<file path="src/rtl/vna_pkg.sv">
`default_nettype none
package vna_pkg;
   // field widths
   localparam int unsigned OP_W   = 2;
   localparam int unsigned IDX_W  = 12;
   localparam int unsigned POS_W  = 24;
   localparam int unsigned ACC_W  = 64;
   localparam int unsigned NRM_W  = 16;
   localparam int unsigned REQ_W  = 112;
   localparam int unsigned RSP_W  = 48;
   localparam int unsigned MUL_W  = 32;
   localparam int unsigned ROOT_W = 32;
   localparam int unsigned NUM_W  = 46;

   localparam int unsigned MAX_VERTICES_DEF = 4096;

   // operation codes
   localparam logic [OP_W-1:0] OP_LOAD = 2'd0;
   localparam logic [OP_W-1:0] OP_TRI  = 2'd1;
   localparam logic [OP_W-1:0] OP_READ = 2'd2;

   // Q1.14 constants
   localparam logic [NRM_W-1:0] Q14_ONE  = 16'd16384;
   localparam logic [NRM_W-1:0] Q14_HALF = 16'd8192;
endpackage
`default_nettype wire

</file>
<file path="src/rtl/vna_mul.sv">
`default_nettype none
module vna_mul (
   input  wire logic                                  clock,
   input  wire logic signed [vna_pkg::MUL_W-1:0]      op_a,
   input  wire logic signed [vna_pkg::MUL_W-1:0]      op_b,
   output logic signed [2*vna_pkg::MUL_W-1:0]         product_ff
);
   // shared signed multiplier, registered result
   always_ff @(posedge clock) begin
      product_ff <= op_a * op_b;
   end
endmodule
`default_nettype wire

</file>
<file path="config.mk">
export PLATFORM = sky130hd
export DESIGN_NAME = vna_mul
export DESIGN_NICKNAME = d
export VERILOG_FILES = /design/src/rtl/vna_pkg.sv /design/src/rtl/vna_mul.sv
export SDC_FILE = /design/constraint.sdc
export NUM_CORES = 2
export LEC_CHECK = 0
export ABC_AREA = 1
export CAP_MARGIN = 20
export CORE_UTILIZATION = 30
export DETAILED_ROUTE_END_ITERATION = 16
export DONT_BUFFER_PORTS = 1
export SLEW_MARGIN = 15
export SYNTH_ARGS = -nofsm -noshare
export SYNTH_HDL_FRONTEND = slang
export SYNTH_SLANG_ARGS = --single-unit
</file>
<file path="constraint.sdc">
create_clock -name clock -period 12.19 [get_ports clock]
set_input_delay 0.6095 -clock clock [delete_from_list [all_inputs] [get_ports clock]]
set_output_delay 0.6095 -clock clock [all_outputs]
set_load 0.1 [all_outputs]
</file>
==> flow_summary.yaml <==
yosys:
  synth_cells: 5124
  seq_area_frac_synth: 0.0319
  synth.avg_cell_area_um2: 7.85
  ys.flop_type: "dfxtp_1"
  syn_area_mm2: 0.0402
  synth.most_common_cell: "inv_1"
  yosysTopAreaCell: "fa_1"
  ys_top_cells_by_count: "1,692 x inv_1, 1,504 x nand2_1, 1,082 x fa_1"
  synth_top_area_frac: 0.539
  ys_seq_elements: 64
  yosysWarnings: 0
  synth.distinct_cells: 27
  synth-edff-count: 0
  synth-async-reset-ratio: 0
  syn-num-nets: 6455
  yosys-top-cells-area: "fa_1 54%, inv_1 16%, nand2_1 14%"
worst_setup_path:
  endpoint_kind: "flop"
  crit_slowest_cell: "fa_1"
  startpoint: "op_b[5]"
  crit_cells: 27
  crit_type: "input port to flop"
  arrival_ns: 7.95
  crit_buf_inv: 8
  required_ns: 12.51
  crit_fanout: 32
  path_delay_family: "adder cells"
  cp-start-kind: "input port"
  slowest_delay_ns: 0.87
finish:
  diodes: 0
  final_util: 0.318
  biggestRegsByFlops: "product_ff x64"
  largest_register_ffs: 64
  largest-register: "product_ff"
  area_delta_synth_final_pct: 4.65
  final_nets: 6277
  fin_cells: 6706
  stdcell_area_mm2: 0.0421
  drive_gt1_frac: 0.0204
cts:
  clk_path_buf_depth: 2
  cts_made_buffers: 9
  path_clk_slew_ns: 0.09
  clock_sinks: 64
  cts_tree: "built"
  cts.repair.resized: 0
  h-tree-depth: 3
  ctsRootBufferMaster: "clkbuf_16"
  holdBufCountCts: 0
  postCtsSetupBuffers: 0
grt:
  grt_busiest_layer: "met2"
  met3_usage: 0.0377
  grt_pass1_wl_um: 187000
  grt_pass1_vias: 33000
  grt_start_max_net_pins: 33
  use_met2: 0.304
  met1_usage: 0.230
  overflow: 0
  grt.total_usage: 0.179
  grt_antenna_before_repair: 5
sta:
  period_share: 0.626
  setup-violations-final: 0
  tightest_slew_ns: 1.12
  setup_tns_ns: 0
  slew_headroom: 0.252
  rsz0062_at_grt: "false"
  hold_viol_final: 0
  finalMaxSlewViolations: 0
  post-route-min-period_ns: 7.63
  fmax_mhz: 131
routing:
  firstDrtPassIters: 6
  first_iter_violations: 1959
  wl_per_cell_um: 17.4
  finalWirelength_um: 116000
  num_vias: 30000
  drc: 0
  ant_nets: 0
  viasPerCell: 4.48
flow_run:
  cap_violations: 0
hold_path:
  hold_path_class: "input port to flop"
  hold_start: "op_a[0]"
  holdPathStages: 2
placement:
  port_buffers: 0
  hpwl_um: 99900
  post_dp_cell_area_mm2: 0.0417
  gp_congestion: 0.930
  place_inst: 6689
floorplan:
  die-width_um: 368
  ios: 129
  die_h_um: 368
  core_area_mm2: 0.132
  fp-row-count: 133
  start_util: 0.304
  dieArea_mm2: 0.135
outcome:
  outcome: "complete, no violations"
==> cell type report <==
type,instances,area [um^2]
clock buffer,9,225
clock inverter,7,125
fill,14100,90200
inverter,1700,6380
multi-input combinational,3168,31800
sequential,64,1280
tap,1755,2200
timing repair buffer,3,42.5
==> logic make-up after synthesis <==
kind of cell / Yosys count / share of synthesized area
buffers and inverters: 1892 / 0.177
AND/OR/NAND/NOR: 1773 / 0.175
adder cells (fa/ha/maj): 1266 / 0.596
AO/OA/AOI/OAI: 95 / 0.0126
flip-flops: 64 / 0.0319
XOR/XNOR: 34 / 0.00741
==> routing by layer <==
| metal | vias up | routed length [um] |
|---|---|---|
| li1 | 13600 | - |
| met1 | 15400 | 47800 |
| met2 | 897 | 57000 |
| met3 | 160 | 8510 |
| met4 | 4 | 3060 |
| met5 | - | 43 |
==> per-stage QoR <==
| stage | hold slack, ns | setup slack (ns) |
|---|---|---|
| 3_3_place_gp | 0.708 | 4.17 |
| 2_1_floorplan | 0.707 | 4.94 |
| 3_5_place_dp | 0.720 | 4.24 |
| 5_1_grt | 0.311 | 4.02 |
| 4_1_cts | 0.303 | 4.58 |
| 6_report | 0.325 | 4.56 |
==> placed cells by master (no fill, tap or decap), types with 6 or more instances in the layout <==
cell type / n
inv_1: 1691
nand2_1: 1504
fa_1: 1082
ha_1: 184
nor2_1: 93
nand3_1: 73
dfxtp_1: 64
a21oi_1: 62
nor2_2: 31
xor2_1: 31
nand2_2: 21
o21ai_0: 17
nand4_1: 13
nor3_1: 11
clkbuf_16: 9
o21bai_1: 8
inv_2: 8
or2_2: 7
nand3b_1: 6
nand3_2: 6
==> final timing paths <==
check	end	slack, ns
worst max-delay path	product_ff[56]$_DFF_P_	4.56
worst min-delay path	product_ff[0]$_DFF_P_	0.33
Power is not shown: default switching activity piles up to over one toggle a cycle in this logic, so the estimate is an artifact.
