**config.mk**
```make
export PLATFORM = sky130hd
export DESIGN_NAME = vna_ram
export DESIGN_NICKNAME = d
export VERILOG_FILES = /design/src/rtl/vna_ram.sv
export SDC_FILE = /design/constraint.sdc
export NUM_CORES = 1
export LEC_CHECK = 0
export ABC_CLOCK_PERIOD_IN_PS = 2600
export BUFFER_PORTS_ARGS = -buffer_cell sky130_fd_sc_hd__buf_2
export CAP_MARGIN = 5
export CORE_ASPECT_RATIO = 0.5
export CORE_MARGIN = 10
export CORE_UTILIZATION = 40
export CTS_CLUSTER_DIAMETER = 40
export DETAILED_ROUTE_END_ITERATION = 10
export PLACE_DENSITY = 0.68
export SETUP_SLACK_MARGIN = 0.2
export SYNTH_ARGS = -nofsm -noshare
export SYNTH_HDL_FRONTEND = slang
export SYNTH_SLANG_ARGS = --single-unit
```
**constraint.sdc**
```tcl
create_clock -name clock -period 2.6 [get_ports clock]
set_clock_uncertainty 0.05 [all_clocks]
set_input_delay 0.39 -clock clock [delete_from_list [all_inputs] [get_ports clock]]
set_output_delay 0.39 -clock clock [all_outputs]
set_load 0.01 [all_outputs]
```
**src/rtl/vna_ram.sv**
```systemverilog
`default_nettype none
module vna_ram #(
   parameter int unsigned WIDTH = 8,
   parameter int unsigned DEPTH = 16
) (
   input  wire logic                     clock,
   input  wire logic                     wr_en,
   input  wire logic [$clog2(DEPTH)-1:0] wr_addr,
   input  wire logic [WIDTH-1:0]         wr_data,
   input  wire logic [$clog2(DEPTH)-1:0] rd_addr,
   output logic [WIDTH-1:0]              rd_data
);
   logic [WIDTH-1:0] mem_ff [DEPTH];

   // one write port, registered read port
   always_ff @(posedge clock) begin
      if (wr_en) begin
         mem_ff[wr_addr] <= wr_data;
      end
      rd_data <= mem_ff[rd_addr];
   end
endmodule
`default_nettype wire

```
==> results.md <==
- Status: finished, final reports clean
- Hold Vio Cnt, Final: 0
- Horiz. Die Dim: 180.4 microns
- Initial DRC count: about 220
- RSZ-0062 raised after global routing: false
- Least-Margin Pin Slew: 0.7225 ns
- Clock tree buffer depth: 2
- Final setup TNS: 0 ns
- Crit Path Category: primary input to register
- CP arrival: roughly 1.8 ns
- Cell Pwr Density: 845.0 nW/um^2
- Ranking of synthesized cells by area: edfxtp_1 (75%), mux4_2 (7.9%), mux4_1 (7.1%), dfxtp_1 (3.1%), a22oi_1 (2.3%)
- Grt met2 use: 18.33%
- DR vias: approximately 2400
- Met3 usage: 3.842%
- Pleak: approximately 2.1 nW
- Rows: 29
- CTS buffer count: 17
- Post-Route WL: ~9900 microns
- Critical Path Fanout Max: 19
- Share of cells above drive strength 1: approximately a third
- Setup bufs post-CTS: 0
- Hold Path Depth: 1
- GP Congestion: 0.7968
- Synth Net Count: between 200 and 250
- I/O Pins: 26
- Avg Cell Area, Syn: between 20 and 25 sq um
- Most common cell after layout, fill and taps aside: edfxtp_1
- Crit path time final: 1.601 ns
- Busiest layer in global routing: met2
- Setup ws final: 0.9989 ns
- Pre-Repair DR Iteration Count: 5
- Nets: about 300
- Post-CTS Hold Buffers: 0
- Worst min path class: primary input to register
- Final Cycle Share: approximately three fifths
- Core area: approximately 13000 sq um
- # DRC: 0
- Worst endpoint required time: 2.84 ns
- Vias/cell: 5.182
- Sink Count: roughly 140
- Largest net degree at the start of global routing: 25
- Top cell type's share of synthesized area: 74.67%
- Setup Viol. Count Final: 0
- Synth area leader: edfxtp_1
- Startpoint type of the worst setup path: primary input
- Initial Util: roughly two fifths
- Max-slew headroom: between 50% and 60%
- TritonCTS clock tree: built
- Met1 usage: about 14%
- Synth Warn #: 0
- Post-Syn Instances: between 200 and 250
- Hold WS: approximately 0.31 ns
- Maximum VDD drop: about 0.00050 V
- #FFs+latches synth: roughly 140
- Count of input and output buffers: 25
- Placed Area: 5562 sq um
- Overall Global Routing Usage: a little under an eighth
- Pre-CTS WS: roughly 0.57 ns
- Worst R2R Path Depth: 3
- Setup crit end kind: register
- Post-route cell area: ~6200 sq um
- Max cap viols: 0
- Clk slew on worst S/H paths: 0.06 ns
- Total gr overflow: 0
- # diodes: 0
- First-pass GRT wire length: 15300 microns
- Synth Cell Area: ~5100 sq um
- CTS resizes: 0
- Layout Area Growth over Synthesis: 20.39%
- R2R Setup Slk: 1.07 ns
- Seq/Total Area, Yosys: between 70% and 80%
- DIE HEIGHT: approximately 100 microns
- Final Max Slew Viols: 0
- Fmax: 0.6246 GHz
- DR WL/cell: between 20 and 25 microns
- Final ANT Viol Nets: 0
- Count of unique library cells instantiated by Yosys: 19
- H-tree depth: 4
- Initial antenna violation count: 0
- Root Buffer: clkbuf_16
- DP Wirelength: 6390 microns
- Vias in the first global route: 2548
- Insertion delay to the later sink of the worst-skew pair: between 0.4 and 0.5 ns
- Commonest non-fill, non-tap cells in the layout: edfxtp_1 (128), buf_2 (25), buf_4 (19), mux4_2 (18), clkbuf_16 (17)
- Die area: ~18000 sq um
## metal layers
layer	wire length, microns	part of all wire (%)
met1	4017	41
met2	4882	49
met3	918	9.3
met4	91	0.92
met5	0	0
## cells in the mapped netlist
library cell / n
nand2b_1: 2
nor2b_1: 1
mux4_1: 14
nand3_1: 1
nor3_1: 4
and2_1: 1
buf_6: 3
edfxtp_1: 128
nand3b_1: 2
clkdlybuf4s25_2: 3
and2b_1: 1
or3b_2: 1
nor2_1: 13
nand2_1: 9
mux4_2: 18
buf_2: 3
a22oi_1: 16
buf_4: 1
dfxtp_1: 8
## sequential cells by signal, summed over array words and instances (netlist names)
register  cells
mem_ff      128
rd_data       8
## layout make-up
type	count	area, sq um
fill	981	6430
sequential	136	4004
multi-input combinational	83	1057
clock buffer	19	432.9
timing repair buffer	45	287.8
tap	170	212.7
clock inverter	13	202.7
## worst max-delay path, cell delays in order
cell	delay (ns)
buf_2	0.23
buf_12	0.23
mux4_1	0.57
a22oi_1	0.32
nand2_1	0.08
## final timing paths
check | start | end
worst max-delay path | rd_addr[0] | rd_data[4]
worst min-delay path | wr_data[7] | mem_ff[3][7]
worst max register to register | mem_ff[1][1] | rd_data[1]
worst min register to register | mem_ff[5][7] | rd_data[7]
## per-stage QoR
step | utilization (%) | cells | total power [W]
after floorplan | - | 229 | 0.002638
after global placement | 44.04 | 434 | 0.002735
after detailed placement | 44.04 | 434 | 0.002744
after CTS | 49.08 | 466 | 0.005279
after global routing | 49.08 | 466 | 0.005395
final | 49.08 | 466 | 0.005237
## where the power goes
| part | switching [W] | internal, W | total [W] | leakage [nW] |
|---|---|---|---|---|
| Sequential | 0.0000156 | 0.00245 | 0.00247 | 1.22 |
| Combinational | 0.000132 | 0.0000976 | 0.000230 | 0.580 |
| Clock | 0.000845 | 0.00169 | 0.00254 | 0.307 |
## logic make-up (layout without fill, tap and decap cells)
| family | count (synthesis) | after routing | share of synthesized area, % |
|---|---|---|---|
| AOI/OAI and AO/OA | 16 | 16 | 2.334 |
| buffers and inverters | 10 | 77 | 1.677 |
| DFF | 136 | 136 | 77.78 |
| muxes | 32 | 32 | 15.02 |
| and+or+nand+nor | 35 | 35 | 3.184 |
No activity file was read; power rests on OpenSTA's default activity.
