**config.mk**
```make
export PLATFORM = sky130hd
export DESIGN_NAME = vna_div
export DESIGN_NICKNAME = d
export VERILOG_FILES = /design/src/rtl/vna_pkg.sv /design/src/rtl/vna_div.sv
export SDC_FILE = /design/constraint.sdc
export NUM_CORES = 1
export LEC_CHECK = 0
export BUFFER_PORTS_ARGS = -buffer_cell sky130_fd_sc_hd__buf_2
export CAP_MARGIN = 20
export CORE_MARGIN = 10
export CORE_UTILIZATION = 40
export CTS_CLUSTER_SIZE = 28
export DETAILED_ROUTE_END_ITERATION = 6
export PLACE_DENSITY = 0.58
export RECOVER_POWER = 50
export REMOVE_ABC_BUFFERS = 1
export SYNTH_ARGS = -nofsm -noshare
export SYNTH_HDL_FRONTEND = slang
export SYNTH_SLANG_ARGS = --single-unit
```
**constraint.sdc**
```tcl
create_clock -name clock -period 4.8 [get_ports clock]
set_input_delay 0.24 -clock clock [delete_from_list [all_inputs] [get_ports clock]]
set_output_delay 0.24 -clock clock [all_outputs]
set_load 0.02 [all_outputs]
```
**src/rtl/vna_pkg.sv**
```systemverilog
`default_nettype none
package vna_pkg;
   // field widths
   localparam int unsigned OP_W   = 2;
   localparam int unsigned IDX_W  = 12;
   localparam int unsigned POS_W  = 24;
   localparam int unsigned ACC_W  = 64;
   localparam int unsigned NRM_W  = 16;
   localparam int unsigned REQ_W  = 112;
   localparam int unsigned RSP_W  = 48;
   localparam int unsigned MUL_W  = 32;
   localparam int unsigned ROOT_W = 32;
   localparam int unsigned NUM_W  = 46;

   localparam int unsigned MAX_VERTICES_DEF = 4096;

   // operation codes
   localparam logic [OP_W-1:0] OP_LOAD = 2'd0;
   localparam logic [OP_W-1:0] OP_TRI  = 2'd1;
   localparam logic [OP_W-1:0] OP_READ = 2'd2;

   // Q1.14 constants
   localparam logic [NRM_W-1:0] Q14_ONE  = 16'd16384;
   localparam logic [NRM_W-1:0] Q14_HALF = 16'd8192;
endpackage
`default_nettype wire

```
**src/rtl/vna_div.sv**
```systemverilog
`default_nettype none
module vna_div (
   input  wire logic                          clock,
   input  wire logic                          reset,
   input  wire logic                          start,
   input  wire logic [vna_pkg::NUM_W-1:0]     dividend,
   input  wire logic [vna_pkg::ROOT_W-1:0]    divisor,
   output logic                               done_ff,
   output logic [vna_pkg::NRM_W-1:0]          quot_ff
);
   localparam int unsigned CNT_W = $clog2(vna_pkg::NRM_W);

   logic [vna_pkg::ROOT_W-1:0] rem_ff;
   logic [vna_pkg::NRM_W-1:0]  low_ff;
   logic [vna_pkg::ROOT_W-1:0] den_ff;
   logic [CNT_W-1:0]           cnt_ff;
   logic                       busy_ff;
   logic [vna_pkg::ROOT_W:0]   rem_in;

   assign rem_in = {rem_ff, low_ff[vna_pkg::NRM_W-1]};

   // restoring division, one quotient bit a cycle; upper part starts below divisor
   always_ff @(posedge clock) begin
      if (reset) begin
         busy_ff <= 1'b0;
         done_ff <= 1'b0;
      end else if (start) begin
         busy_ff <= 1'b1;
         done_ff <= 1'b0;
         rem_ff  <= vna_pkg::ROOT_W'(dividend[vna_pkg::NUM_W-1:vna_pkg::NRM_W]);
         low_ff  <= dividend[vna_pkg::NRM_W-1:0];
         den_ff  <= divisor;
         cnt_ff  <= '0;
         quot_ff <= '0;
      end else if (busy_ff) begin
         low_ff <= low_ff << 1;
         if (rem_in >= {1'b0, den_ff}) begin
            rem_ff  <= vna_pkg::ROOT_W'(rem_in - {1'b0, den_ff});
            quot_ff <= {quot_ff[vna_pkg::NRM_W-2:0], 1'b1};
         end else begin
            rem_ff  <= vna_pkg::ROOT_W'(rem_in);
            quot_ff <= {quot_ff[vna_pkg::NRM_W-2:0], 1'b0};
         end
         cnt_ff  <= cnt_ff + 1'b1;
         done_ff <= (cnt_ff == CNT_W'(vna_pkg::NRM_W - 1));
         if (cnt_ff == CNT_W'(vna_pkg::NRM_W - 1)) begin
            busy_ff <= 1'b0;
         end
      end else begin
         done_ff <= 1'b0;
      end
   end
endmodule
`default_nettype wire
```
==> flow_summary_export.csv, run 1 <==
group,metric,value,unit
worst_setup_path,cp_slowest_cell,"clkbuf_1",
synthesis,synth_compound_area_share,22.7,%
route,firstDrtPassIters,4,
synthesis,synthXorXnorAreaFrac,3.51,%
sta,worst_slew_margin_rel,-87.2,%
synthesis,ys_warn_count,0,
finish,syn_to_final_growth,14.0,%
sta,max_slew.worst_pin.slew,2.81,ns
floorplan,core,15900,µm²
power_and_ir_drop,leakage,2.92,nW
global_routing,antenna_found_initial,0,
worst_setup_path,start_kind,"input pin",
worst_setup_path,crit_family,"buffers and inverters",
synthesis,synth_top_family_by_area,"compound AO/OA/AOI/OAI gates",
finish,multi_input_area,3050,µm²
sta,hold_viol_final,0,
global_routing,grt_max_degree,57,
finish,layout.nets,788,
sta,setup_violations,0,
route,antenna_left,0,
clock_tree,ctsResizeCount,0,
sta,rsz0062_at_grt,"no",
floorplan,fp.dieH,147,µm
power_and_ir_drop,ir_worst_vdd,0.174,mV
finish,insertedDiodeCount,0,
worst_setup_path,path_cells,"clkbuf_1 > nor2_1 > nor2_4 > buf_4",
worst_setup_path,cp_max_fo,56,
synthesis,synth.area.top_cells,"edfxtp_1 (46%), ha_1 (6.4%), o311ai_2 (4.5%)",
synthesis,synthAdderAreaFrac,6.67,%
floorplan,start_util,40.9,%
global_routing,grt_pass1_wl,26.9,mm
floorplan,rows,46,
synthesis,synth.most_common_cell,"edfxtp_1",
synthesis,yosys.area.top_type,"edfxtp_1",
route,wire_per_inst,18.4,µm
finish,regArea,3040,µm²
synthesis,synth-simple-area-share,11.2,%
global_routing,grt_pass1_vias,5193,
worst_setup_path,path_class,"in -> reg",
synthesis,synth_cells,589,
synthesis,ys_types,64,
clock_tree,numCtsBuffers,9,
sta,fin_crit,3.79,ns
clock_tree,clock_sinks,102,
clock_tree,cts_root_buf,"clkbuf_16",
global_routing,grt-ovfl-total,0,
synthesis,async_reset_ff_share,0,%
synthesis,ys.flop_type,"edfxtp_1",
clock_tree,clockBufferDepth,2,
hold_path,hold_path_class,"in -> reg",
worst_setup_path,crit_buf_inv,2,
sta,finalSetupTns,0,ns
clock_tree,cts_setup_buffers,0,
clock_tree,insertion_delay,0.35,ns
floorplan,floorplan.die_area,21700,µm²
placement,io_buffers,97,
power_and_ir_drop,p_per_area,355,nW/µm²
clock_tree,cts_hold_buf,0,
route,totalWireLength,16.4,mm
sta,drv_slew,57,
global_routing,grt_use_total,15.2,%
placement,hpwl,11.7,mm
synthesis,synth_seq_cells,102,
route,vias,4919,
sta,final_min_period_over_clock_period,79.0,%
status,violations,"max-capacitance violations, max-slew violations",
synthesis,synth_edf_count,100,
status,status,"complete, but fails checks",
clock_tree,cts_tree,"yes",
clock_tree,htreeDepth,3,
run,maxCapViolCount,1,
route,drt-initial-drc-count,311,
sta,clock_skew,0.0104,ns
synthesis,muxShareOfSynthArea,2.75,%
placement,gp_congestion,0.949,
worst_setup_path,slowest_delay,1.95,ns
synthesis,yosys.area.top_type_share,46.2,%
synthesis,yosysSeqAreaShare,46.9,%
finish,fillers,1545,
finish,final_util,46.6,%
floorplan,die_w,147,µm
route,drcViolationCount,0,
sta,fmax,264,MHz
worst_setup_path,cp_data_arrival_time,3.81,ns
synthesis,syn_area,6490,µm²
finish,final_layout_size_suffix_gt1_share,21.7,%
route,via_per_inst,5.51,
clock_tree,clkTransAtPathRegs,0.07,ns
synthesis,avgSynthCellArea,11.0,µm²
worst_setup_path,end_kind,"flop",
synthesis,synthTopCellsByCount,"edfxtp_1 (100), inv_1 (64), nand2_1 (43), ha_1 (33), a21oi_1 (30)",
worst_setup_path,required,4.82,ns
floorplan,io_pins,98,
## through the flow
stage	power, W	instance area (µm²)	cells	hold slack (ns)	setup slack [ns]
after detailed placement	0.00195	7150	876	0.418	1.39
after global placement	0.00195	7150	876	0.417	1.45
after global routing	0.00277	7400	893	0.0533	0.581
after CTS	0.00264	7410	891	0.0473	1.36
final	0.00263	7400	893	0.0598	1.01
after floorplan	0.00172	6320	555	0.317	0.945
## metal layers
metal  global-route usage [%]  up-vias  share of wire, %
met5                        0        -                 0
li1                         -     2390                 -
met2                     23.3      137                44
met4                     6.14        0               2.2
met3                     3.21       27               5.2
met1                     20.3     2365                48
## worst paths after layout
kind	start	endpoint	slack, ns	cells past startpoint
setup / recovery	start	rem_ff[18]$_DFFE_PP_	1.01	4
hold / removal	divisor[27]	den_ff[27]$_DFFE_PP_	0.06	1
setup reg to reg	rem_ff[10]$_DFFE_PP_	rem_ff[2]$_DFFE_PP_	1.32	10
hold reg to reg	busy_ff$_SDFF_PP0_	done_ff$_SDFF_PP0_	0.49	1
## where the power goes
part           internal (W)  total (W)  switching [W]
clock              0.000348   0.000677       0.000329
combinational      0.000328   0.000838       0.000510
sequential          0.00108    0.00111      0.0000332
## cell type report
| class | count | area share (%) |
|---|---|---|
| clock buffer | 11 | 3.14 |
| multi-input combinational | 389 | 41.2 |
| inverter | 64 | 3.25 |
| tap | 216 | 3.65 |
| sequential | 102 | 41.1 |
| timing repair buffer | 107 | 7.30 |
| clock inverter | 4 | 0.338 |
## logic make-up after synthesis
logic type | count (synthesis)
muxes | 16
xor gates and xnor gates | 26
buffers and inverters | 98
adders and majority gates | 34
DFF | 102
AOI/OAI and AO/OA | 171
and+or+nand+nor | 142
## cells in the final DEF, fill, tap and decap left out, drive strengths merged, types with 21 or more instances in the layout
cell type / synthesis / routed
ha: 33 / 33
edfxtp: 100 / 100
o311ai: 26 / 26
nand2: 43 / 43
clkbuf: 20 / 31
inv: 64 / 64
o2111ai: 21 / 21
a21oi: 32 / 32
buf: 14 / 87
nor2: 27 / 27
## state kept, by name, indices dropped and copies added, names as in the netlist
name,count
quot_ff,16
cnt_ff,4
den_ff,32
busy_ff,1
low_ff,16
rem_ff,32
done_ff,1
No activity file was read; power rests on OpenSTA's default activity.
==> inputs of run 2 (changes only) <==
- clock period: 4.8 -> 3.7 ns (I/O delays scaled with it)
==> flow_summary_export.csv, run 2 (same netlist as run 1, synthesis figures left out) <==
group,metric,value,unit
floorplan,die_w,147,µm
worst_setup_path,path_cells,"inv_1 > ha_1 > inv_1 > fa_1 > a211oi_1 > o21ai_0 > a211o_1 > a2111oi_0 > nor3_1 > xor2_1 > o2111ai_1 > o311ai_2",
status,status,"complete, but fails checks",
global_routing,antenna_found_initial,0,
global_routing,grt_max_degree,70,
clock_tree,cts_tree,"yes",
worst_setup_path,crit_family,"compound AO/OA/AOI/OAI gates",
clock_tree,clkTransAtPathRegs,0.08,ns
sta,holdWs,0.0371,ns
sta,worst_slew_margin_rel,-81.6,%
finish,fin_area,7770,µm²
finish,syn_to_final_growth,19.7,%
sta,rsz0062_at_grt,"no",
route,firstDrtPassIters,5,
sta,fmax,297,MHz
route,drcViolationCount,0,
route,vias,5041,
worst_setup_path,crit_buf_inv,2,
route,wire_per_inst,18.2,µm
floorplan,io_pins,98,
status,violations,"max-capacitance violations, max-slew violations",
global_routing,grt_pass1_wl,27.6,mm
power_and_ir_drop,ir_worst_vdd,0.249,mV
placement,place_ws,0.374,ns
placement,io_buffers,97,
route,via_per_inst,5.43,
worst_setup_path,reg2reg_from,"low_ff[15]$_DFFE_PP_",
sta,final_min_period_over_clock_period,90.9,%
power_and_ir_drop,clock_power_share,27.2,%
route,antenna_left,0,
sta,clock_skew,0.0127,ns
worst_setup_path,end_kind,"flop",
sta,max_slew.worst_pin.slew,2.72,ns
placement,place_area,7200,µm²
clock_tree,insertion_delay,0.37,ns
floorplan,fp.dieH,147,µm
finish,layout_commonest_cell,"edfxtp_1",
worst_setup_path,cp_data_arrival_time,3.46,ns
hold_path,min_from,"reset",
global_routing,grt_pass1_vias,5304,
finish,final_util,48.9,%
worst_setup_path,path_class,"reg -> reg",
finish,reg_top3,"den_ff (32), rem_ff (32)",
finish,fillers,1538,
clock_tree,htreeDepth,3,
clock_tree,cts_root_buf,"clkbuf_16",
sta,worst_slack,0.337,ns
route,drt-initial-drc-count,342,
placement,hpwl,11.8,mm
floorplan,core,15900,µm²
floorplan,floorplan.die_area,21700,µm²
power_and_ir_drop,power_frac_seq,40.8,%
worst_setup_path,required,3.80,ns
global_routing,grt_use_total,15.6,%
worst_setup_path,worst_path_most_repeated_cell,"inv_1",
finish,final_layout_size_suffix_gt1_share,21.2,%
worst_setup_path,slowest_delay,0.44,ns
sta,fin_crit,3.36,ns
finish,regArea,3040,µm²
placement,gp_congestion,0.875,
finish,layout.nets,822,
global_routing,grt-ovfl-total,0,
worst_setup_path,start_kind,"flop",
worst_setup_path,cp_max_fo,3,
sta,drv_slew,139,
run,maxCapViolCount,3,
power_and_ir_drop,p_sw,0.00120,W
worst_setup_path,cp_slowest_cell,"a2111oi_0",
floorplan,start_util,40.9,%
hold_path,hold_path_class,"in -> reg",
finish,layout_common_cells,"edfxtp_1 (100), buf_2 (76), inv_1 (64)",
finish,insertedDiodeCount,0,
worst_setup_path,critPathLaunch,"low_ff[15]$_DFFE_PP_",
clock_tree,clock_sinks,102,
finish,multi_input_area,3050,µm²
clock_tree,numCtsBuffers,9,
power_and_ir_drop,sw_frac_of_total,34.0,%
power_and_ir_drop,intPower,0.00234,W
sta,setup_violations,0,
sta,hold_viol_final,0,
clock_tree,clockBufferDepth,2,
route,totalWireLength,16.8,mm
power_and_ir_drop,pwr-share-comb,32.0,%
power_and_ir_drop,leakage,3.09,nW
floorplan,rows,46,
power_and_ir_drop,p_per_area,455,nW/µm²
[run 2: final timing paths]
path,endpoint,slack (ns),depth (start not counted)
min reg2reg,done_ff$_SDFF_PP0_,0.49,1
max reg2reg,rem_ff[22]$_DFFE_PP_,0.34,12
min,done_ff$_SDFF_PP0_,0.04,2
max,rem_ff[22]$_DFFE_PP_,0.34,12
[run 2: through the flow]
stage          std cells  power [W]  setup TNS (ns)
6_report             928    0.00354               0
4_1_cts              928    0.00357               0
3_5_place_dp         881    0.00257               0
2_1_floorplan        555    0.00223           -4.15
3_3_place_gp         881    0.00255               0
5_1_grt              928    0.00375               0
[run 2: final cells by class]
type / instances / share of cell area, %
inverters: 64 / 3.09
flip-flops and latches: 102 / 39.2
clock buffers: 10 / 2.95
multi-input cells: 389 / 39.2
clock inverters: 6 / 0.805
repair buffers: 141 / 11.3
well taps: 216 / 3.48
[run 2: per-layer routing]
layer	track usage (%)	wire length, µm
met1	20.8	8120
met5	0	0
met2	24.3	7690
met4	3.82	179
met3	4.49	857
[run 2: power by group through the flow]
| stage | combinational [W] | sequential [W] | clock [W] |
|---|---|---|---|
| floorplan | 0.000759 | 0.00147 | 0 |
| global placement | 0.00109 | 0.00147 | 0 |
| detailed placement | 0.00110 | 0.00147 | 0 |
| CTS | 0.00114 | 0.00144 | 0.000994 |
| global route | 0.00125 | 0.00146 | 0.00104 |
| finish | 0.00113 | 0.00145 | 0.000963 |
[run 2: what timing repair did]
item	CTS	global route
endpoints found under the hold margin	31	0
setup endpoints to repair	0	0
setup buffers	0	0
resized for setup	0	0
hold buffers	31	0
