$ cat config.mk
export PLATFORM = sky130hd
export DESIGN_NAME = vna_isqrt
export DESIGN_NICKNAME = d
export VERILOG_FILES = /design/src/rtl/vna_pkg.sv /design/src/rtl/vna_isqrt.sv
export SDC_FILE = /design/constraint.sdc
export NUM_CORES = 1
export LEC_CHECK = 0
export ABC_AREA = 1
export BUFFER_PORTS_ARGS = -buffer_cell sky130_fd_sc_hd__buf_2
export CORE_ASPECT_RATIO = 1.4
export CORE_MARGIN = 5
export CORE_UTILIZATION = 35
export CTS_BUF_LIST = sky130_fd_sc_hd__clkbuf_4 sky130_fd_sc_hd__clkbuf_8 sky130_fd_sc_hd__clkbuf_16
export CTS_CLUSTER_SIZE = 12
export DETAILED_ROUTE_END_ITERATION = 16
export PLACE_DENSITY = 0.49
export SYNTH_ARGS = -nofsm -noshare
export SYNTH_HDL_FRONTEND = slang
export SYNTH_SLANG_ARGS = --single-unit
export TNS_END_PERCENT = 20
$ cat constraint.sdc
create_clock -name clock -period 20.9 [get_ports clock]
set_input_delay 2.09 -clock clock [delete_from_list [all_inputs] [get_ports clock]]
set_output_delay 2.09 -clock clock [all_outputs]
set_load 0.01 [all_outputs]
$ cat src/rtl/vna_pkg.sv
`default_nettype none
package vna_pkg;
   // field widths
   localparam int unsigned OP_W   = 2;
   localparam int unsigned IDX_W  = 12;
   localparam int unsigned POS_W  = 24;
   localparam int unsigned ACC_W  = 64;
   localparam int unsigned NRM_W  = 16;
   localparam int unsigned REQ_W  = 112;
   localparam int unsigned RSP_W  = 48;
   localparam int unsigned MUL_W  = 32;
   localparam int unsigned ROOT_W = 32;
   localparam int unsigned NUM_W  = 46;

   localparam int unsigned MAX_VERTICES_DEF = 4096;

   // operation codes
   localparam logic [OP_W-1:0] OP_LOAD = 2'd0;
   localparam logic [OP_W-1:0] OP_TRI  = 2'd1;
   localparam logic [OP_W-1:0] OP_READ = 2'd2;

   // Q1.14 constants
   localparam logic [NRM_W-1:0] Q14_ONE  = 16'd16384;
   localparam logic [NRM_W-1:0] Q14_HALF = 16'd8192;
endpackage
`default_nettype wire

$ cat src/rtl/vna_isqrt.sv
`default_nettype none
module vna_isqrt (
   input  wire logic                          clock,
   input  wire logic                          reset,
   input  wire logic                          start,
   input  wire logic [vna_pkg::ACC_W-1:0]     radicand,
   output logic                               done_ff,
   output logic [vna_pkg::ROOT_W-1:0]         root
);
   logic [vna_pkg::ACC_W-1:0] x_ff;
   logic [vna_pkg::ACC_W-1:0] res_ff;
   logic [vna_pkg::ACC_W-1:0] bit_ff;
   logic                      busy_ff;
   logic [vna_pkg::ACC_W-1:0] trial;

   assign trial = res_ff + bit_ff;
   assign root  = res_ff[vna_pkg::ROOT_W-1:0];

   // one result bit a cycle, two radicand bits a step
   always_ff @(posedge clock) begin
      if (reset) begin
         busy_ff <= 1'b0;
         done_ff <= 1'b0;
      end else if (start) begin
         busy_ff <= 1'b1;
         done_ff <= 1'b0;
         x_ff    <= radicand;
         res_ff  <= '0;
         bit_ff  <= 64'h4000_0000_0000_0000;
      end else if (busy_ff) begin
         if (x_ff >= trial) begin
            x_ff   <= x_ff - trial;
            res_ff <= (res_ff >> 1) + bit_ff;
         end else begin
            res_ff <= res_ff >> 1;
         end
         bit_ff  <= bit_ff >> 2;
         done_ff <= bit_ff[0];
         if (bit_ff[0]) begin
            busy_ff <= 1'b0;
         end
      end else begin
         done_ff <= 1'b0;
      end
   end
endmodule
`default_nettype wire

==> results of run 1 <==
==> how the worst min path moves through the flow <==
stage | start | endpoint | slack [ps] | depth (start not counted)
2_1_floorplan | busy_ff | done_ff | 420 | 2
3_3_place_gp | busy_ff | done_ff | 530 | 2
3_5_place_dp | busy_ff | done_ff | 530 | 2
4_1_cts | busy_ff | done_ff | 540 | 2
5_1_grt | busy_ff | done_ff | 550 | 2
6_report | busy_ff | done_ff | 530 | 2
==> critical path: cells and delay by family, from the launching register on <==
kind / cells / cell delay (ps)
AOI/OAI and AO/OA: 5 / 1460
buffers and inverters: 3 / 1000
DFF: 1 / 540
and+or+nand+nor: 12 / 1480
adders and majority gates: 2 / 810
==> cells by family (layout without fill, tap and decap cells) <==
group	Yosys count	in the layout	synth area share
compound gates	318	318	0.0833
simple gates	2117	2117	0.423
buf+inv	657	722	0.130
fa+ha+maj	131	131	0.0809
xor+xnor	104	104	0.0447
flops	162	162	0.238
==> state kept, by name (all words and copies together), names as in the netlist <==
register,flops
res_ff,64
x_ff,64
bit_ff,32
busy_ff,1
done_ff,1
==> power breakdown <==
group	switching (mW)	internal, mW
clock network	0.164	0.155
logic	0.645	0.300
registers	0.0559	0.419
==> synthesized netlist by cell type, types with 2 or more instances <==
cell | number | share of area
nor3_2 | 2 | 0.00098
buf_2 | 10 | 0.0025
buf_6 | 6 | 0.0033
nand4_1 | 24 | 0.0074
a21o_1 | 5 | 0.0018
xor2_1 | 46 | 0.020
a21oi_1 | 142 | 0.035
or2_2 | 10 | 0.0031
buf_1 | 3 | 0.00055
nor2_2 | 8 | 0.0025
o21bai_1 | 17 | 0.0063
nor2_4 | 2 | 0.0011
nor3b_1 | 2 | 0.00074
buf_4 | 32 | 0.012
o21ai_0 | 133 | 0.033
nand2_2 | 18 | 0.0055
nand3b_1 | 23 | 0.0085
and2_1 | 12 | 0.0037
inv_2 | 2 | 0.00037
dfxtp_1 | 2 | 0.0020
nor4_1 | 11 | 0.0034
nand2_1 | 1405 | 0.26
a21oi_4 | 2 | 0.0016
ha_1 | 130 | 0.080
nor3_1 | 34 | 0.0084
o21a_1 | 7 | 0.0026
nand3_1 | 221 | 0.054
edfxtp_1 | 160 | 0.24
nor2_1 | 340 | 0.063
o21ai_1 | 7 | 0.0017
xnor2_1 | 58 | 0.025
clkbuf_1 | 23 | 0.0042
inv_1 | 581 | 0.11
==> final cells by class <==
type | count | area, sq um | area share
well taps | 742 | 928 | 0.0423
repair buffers | 107 | 558 | 0.0254
flip-flops and latches | 162 | 4840 | 0.221
clock inverters | 15 | 130 | 0.00593
clock buffers | 17 | 425 | 0.0194
inverters | 583 | 2190 | 0.0996
multi-input cells | 2670 | 12900 | 0.587
==> through the flow <==
step / power [mW] / std cells / hold slack (ps) / area (sq um) / utilization
2_1_floorplan: 1.13 / 3489 / 421 / 20400 / -
3_3_place_gp: 1.43 / 4264 / 531 / 21400 / 0.371
3_5_place_dp: 1.42 / 4264 / 528 / 21400 / 0.371
4_1_cts: 1.75 / 4296 / 537 / 22000 / 0.381
5_1_grt: 1.88 / 4296 / 547 / 22000 / 0.381
6_report: 1.74 / 4296 / 534 / 22000 / 0.381
==> layer usage <==
metal	GRT usage	vias to the layer above	wire (microns)
li1	-	11005	-
met1	0.292	9604	33300
met2	0.488	463	42900
met3	0.0219	154	2270
met4	0.128	0	4370
met5	0	-	0
==> metrics, run 1 <==
critical path's largest stage delay=640 ps; Post-Syn Area=20400 sq um; ANT nets after route=0; area grow syn2layout=7.85%; first-pass GRT wire length=123000 microns; CTS tree=built; clk buf depth=2; Worst R2R Start=res_ff[22]; largest net degree at the start of global routing=71; async set-reset flop share out of synthesis=0; yosys warns=0; startpoint types=flip-flop; crit end category=flip-flop; clock transition at the registers of the reported paths=70 ps; CP max-delay cell=o21ai_0; H-tree levels=4; DRC viols=0; Pre-Repair DR Iteration Count=5; commonest non-fill, non-tap cells in the layout=nand2_1, inv_1, nor2_1; crit-path max FO=46; commonest non-fill, non-tap cell in the layout=nand2_1; final setup fails=0; Max Freq=174 MHz; post-route minimum period=5740 ps; prevailing post-synth register cell=edfxtp_1; worst path required time=21020 ps; Ports=100; syn_area_per_cell=5.84 sq um; worst relative slew slack=0.336; clk_skew=16.0 ps; cts-stage hold buffer count=0; initial core utilization=0.353; max-slew violation count=0; final hold violations=0; synthesized netlist cell count=around 3500; Final period util=0.275; CTS Buf Count=17; die area=63200 sq um; # Max-Cap Violations=0; hold crit path type=flip-flop to flip-flop; Crit. Startpoint=res_ff[22]; global route overflow=0; Vias=21226; row cnt=104; antenna cells=0; GP Congestion=0.957; Synth Net Count=3687; DR iter-0 viols=1411; worst slew pin tran=985 ps; WS Path Type=flip-flop to flip-flop; core area=57600 sq um; initial antenna violation count=0; setup bufs post-CTS=0; register area share after synthesis=0.238; maximum vdd drop=0.0000509 V; WL per Instance=19.3 microns; routed vias/inst=4.94; CP arrival=around 5900 ps; count of cell types in the netlist=44; clock tree sinks=roughly 160; Pwr Density=79.1 nW/um^2; end of the critical path=x_ff[16]; setup repair after global routing missed its margin=no; fin nets=about 3700; leakage power figure=11.4 nW; final worst slack=15160 ps; Place WS=between 15000 and 20000 ps; R2R depth=22; Die Width=214 microns; post-CTS resize count=0; IO Port Bufs=99; clk_lat worst skew=roughly 500 ps; Worst R2R End=x_ff[16]; DPL Wire Length=70000 microns; total track usage=0.260; vias in the first global route=21420; status=completed; setup TNS=0 ps; number of flops mapped to enable cells by yosys=160; CP dominant cell by count=nand2_1; #FFs+latches synth=162; die height=295 microns; Fillers=between 6000 and 7000; total wire length=82800 microns; CTS Root Cell=clkbuf_16; layout cells sized above 1=0.0526; Worst R2R Setup Slack=15160 ps; crit path cell chain=ha_1 -> nand2_1 -> o21ai_0 -> nand2_1 -> o21ai_0 -> a21oi_1 -> o21ai_0 -> nand3_1 -> nand3b_1 -> nand2_1 -> ha_1 -> nand2_1 -> nor2_2 -> inv_1 -> nor2_1 -> nand2_1 -> nor3_2 -> nand2_2 -> nand2_2 -> o21ai_0 -> inv_2 -> buf_4
(Power assumes the default switching activity.)
==> run 2, diff against run 1 <==
Settings changed: ABC_AREA 1 to 0, PLACE_DENSITY 0.49 to 0.5.
Clock period 20.9 ns to 5.5 ns, I/O delays scaled along.
==> run 2 against run 1 <==
Area after synthesis decreased by 22%. Non-clock buffer count increased by 285. Global-route usage decreased by 4.4 points. Critical path type unchanged. Critical endpoint is now res_ff[55]. Largest cell class unchanged. Largest power group unchanged.
==> metrics, run 2 <==
commonest non-fill, non-tap cell in the layout=buf_4; row cnt=92 (-12%); Post-Route Utilization=0.445 (+0.0642); setup repair after global routing missed its margin=yes; layout cells sized above 1=0.249 (+0.196); count of cell types in the netlist=83 (+89%); DR iter-0 viols=877 (-38%); clock share of power=0.210 (+0.027); Max Freq=182 MHz (+4.4%); final setup fails=0 (unchanged); Inst Count DP=2747 (-36%); Int Power=3.69 mW (+320%); crit path cell chain=ha_1 -> nand3_1 -> or3_4 -> nor4b_4 -> or3_4 -> o31a_1 -> o2111ai_2 -> a21oi_2 -> nor2_2 -> buf_4 -> a311oi_2 -> ha_1 -> inv_2 -> o21bai_1 -> a21oi_2 -> o21ai_1 -> a221o_1 -> a221o_2 -> or2_4 -> clkbuf_16 -> a31o_2; synthesized netlist cell count=1887 (-46%); end of the critical path=res_ff[55]; leakage power figure=8.03 nW (-30%); Logic pwr share=0.523 (-0.021); area grow syn2layout=25.9%; total wire length=56500 microns (-32%); final hold violations=0 (unchanged); GP Congestion=0.920 (-3.9%); prevailing post-synth register cell=edfxtp_1; H-tree levels=4 (unchanged); CP max-delay cell=a221o_2; CTS Buf Count=17 (unchanged); clk_lat worst skew=480 ps (-20 ps); clk buf depth=2 (unchanged); antenna cells=0 (unchanged); DRC viols=0 (unchanged); Buf+Inv Stages, Crit Path=3 (unchanged); post-route minimum period=5500 ps (-243 ps); largest net degree at the start of global routing=118 (+66%); crit-path max FO=13 (-72%); clock transition at the registers of the reported paths=80 ps (about the same); Synth Net Count=2085 (-43%); number of flops mapped to enable cells by yosys=160 (unchanged); clk_skew=21.4 ps (+5.44 ps); Synth top cells by count=nand2_1, nor2_1, edfxtp_1; sw frac=0.411 (-0.0870); Finished Layout Cells=2807 (-35%); critical path's largest stage delay=510 ps (-130 ps); crit end category=flip-flop; startpoint types=flip-flop; vias in the first global route=15565 (-27%); worst hold slack=305 ps (-229 ps); register area share after synthesis=0.304 (+0.0656); Die Width=190 microns (-11%); status=completed; core area=45100 sq um (-22%); WS Path Type=flip-flop to flip-flop; yosys warns=0 (unchanged); commonest non-fill, non-tap cells in the layout=buf_4, nand2_1, edfxtp_1; total track usage=0.216 (-0.0440); dpl cell area=18800 sq um (-12%); CTS tree=built; # Max-Cap Violations=0 (unchanged); global route overflow=0 (unchanged); clock tree sinks=162 (unchanged); ANT nets after route=0 (unchanged); Worst R2R End=res_ff[55]; most frequent cell after synthesis=nand2_1; IO Port Bufs=99 (unchanged); Post-Syn Area=16000 sq um (-22%); Crit. Startpoint=res_ff[24]; top area cells in the synthesized netlist=edfxtp_1, ha_1, xor2_1, o21ai_0, nand2_1; syn_area_per_cell=8.46 sq um (+45%); Final period util=1.00 (+0.725); Worst R2R Start=res_ff[24]; worst path required time=5730 ps (-15290 ps); worst slew pin tran=889 ps (-96.4 ps); #FFs+latches synth=162 (unchanged); Seq pwr share=0.267 (-0.006); worst relative slew slack=0.404 (+0.0677); fin nets=2381 (-36%); die height=263 microns (-11%); first-pass GRT wire length=85500 microns (-30%); top-area cell type share of the netlist area=0.301 (+0.0420); initial core utilization=0.354 (+0.000453); R2R depth=21 (-4.5%); Pre-Repair DR Iteration Count=6 (+1); DPL Wire Length=44500 microns (-36%); hold crit path type=primary input to flip-flop; WL per Instance=20.1 microns (+4.5%); Vias=15657 (-26%); top flop regs=res_ff (64), x_ff (64), bit_ff (32); maximum vdd drop=0.000222 V (+340%); CTS Root Cell=clkbuf_16; initial antenna violation count=0 (unchanged); CP arrival=5730 ps (-140 ps); Pwr Density=312 nW/um^2 (+290%); async set-reset flop share out of synthesis=0 (unchanged); die area=50000 sq um (-21%); Fillers=4614 (-31%); Crit path max-delay family=compound AO/OA/AOI/OAI gates; cts-stage hold buffer count=0 (unchanged); routed vias/inst=5.58 (+13%); Worst R2R Setup Slack=0.8 ps (-15160 ps); Switch Pwr=2.57 mW (+200%); post-route cell area=20100 sq um (-8.5%); total stage count of the critical path=21 (-4.5%); max-slew violation count=0 (unchanged); Ports=100 (unchanged); cell taking the most area after synthesis=edfxtp_1
==> run 2: cell types whose count changed in the layout (fill, tap and decap cells not counted), sizes merged, moves of 25 or more <==
| cell | delta |
|---|---|
| a31oi | +58 |
| nand2 | -1217 |
| inv | -539 |
| nand3 | -183 |
| nor2b | +47 |
| a21oi | -25 |
| o21bai | +31 |
| a211oi | +41 |
| a21o | +40 |
| buf | +282 |
| xor2 | +44 |
| nor2 | -178 |
==> run 2: cell families after synthesis <==
logic type,after synthesis,share of synthesized area
AND/OR/NAND/NOR,658,0.196
AO/OA/AOI/OAI,617,0.260
adder cells (fa/ha/maj),131,0.103
buffers and inverters,155,0.0469
flip-flops,162,0.304
multiplexers,5,0.00345
XOR/XNOR,159,0.0873
==> run 2: timing repair <==
action	CTS	global route
cloned	0	4
setup endpoints to repair	129	145
setup buffers	14	11
pin swaps	13	14
gates resized for setup	14	79
==> run 2: per-stage QoR <==
step	total power [mW]	TNS [ps]	setup slack (ps)
4_1_cts	6.17	0	15.2
3_5_place_dp	4.78	-36690	-437
3_3_place_gp	4.76	-15740	-248
5_1_grt	6.67	-13380	-159
2_1_floorplan	3.69	-251600	-3930
6_report	6.26	0	0.782
==> run 2: routing by layer <==
layer / vias up / global-route usage / routed length, microns
met5: - / 0 / 0
met4: 0 / 0.0893 / 2000
met3: 93 / 0.0221 / 1820
met2: 399 / 0.425 / 31800
met1: 7527 / 0.230 / 20900
li1: 7638 / - / -
==> run 2: worst min-delay path by stage <==
stage               startpoint       to  cells past startpoint
floorplan              busy_ff  done_ff                      1
global placement       busy_ff  done_ff                      1
detailed placement     busy_ff  done_ff                      1
CTS                      reset  busy_ff                      2
global route             reset  busy_ff                      2
finish                   reset  busy_ff                      2
==> run 2: final cells by class <==
type,instances,area [sq um],area share
inverters,40,150,0.00747
well taps,611,764,0.0381
repair buffers,392,2900,0.145
clock buffers,17,425,0.0212
flip-flops and latches,162,4840,0.241
clock inverters,15,188,0.00934
multi-input cells,1570,10800,0.538
==> run 2: worst register-to-register path, stage by stage (launching register included) <==
cell	delay (ps)
edfxtp_1	460
ha_1	360
nand3_1	120
or3_4	430
nor4b_4	230
or3_4	180
o31a_1	200
o2111ai_2	180
a21oi_2	250
nor2_2	80
buf_4	160
a311oi_2	290
ha_1	310
inv_2	70
o21bai_1	80
a21oi_2	160
o21ai_1	100
a221o_1	360
a221o_2	510
or2_4	330
clkbuf_16	210
a31o_2	210
==> run 2: power by group through the flow <==
stage	clock network [mW]	registers (mW)	logic, mW
CTS	1.35	1.67	3.15
global route	1.40	1.68	3.59
detailed placement	0	1.70	3.08
global placement	0	1.70	3.07
finish	1.32	1.67	3.27
floorplan	0	1.67	2.02
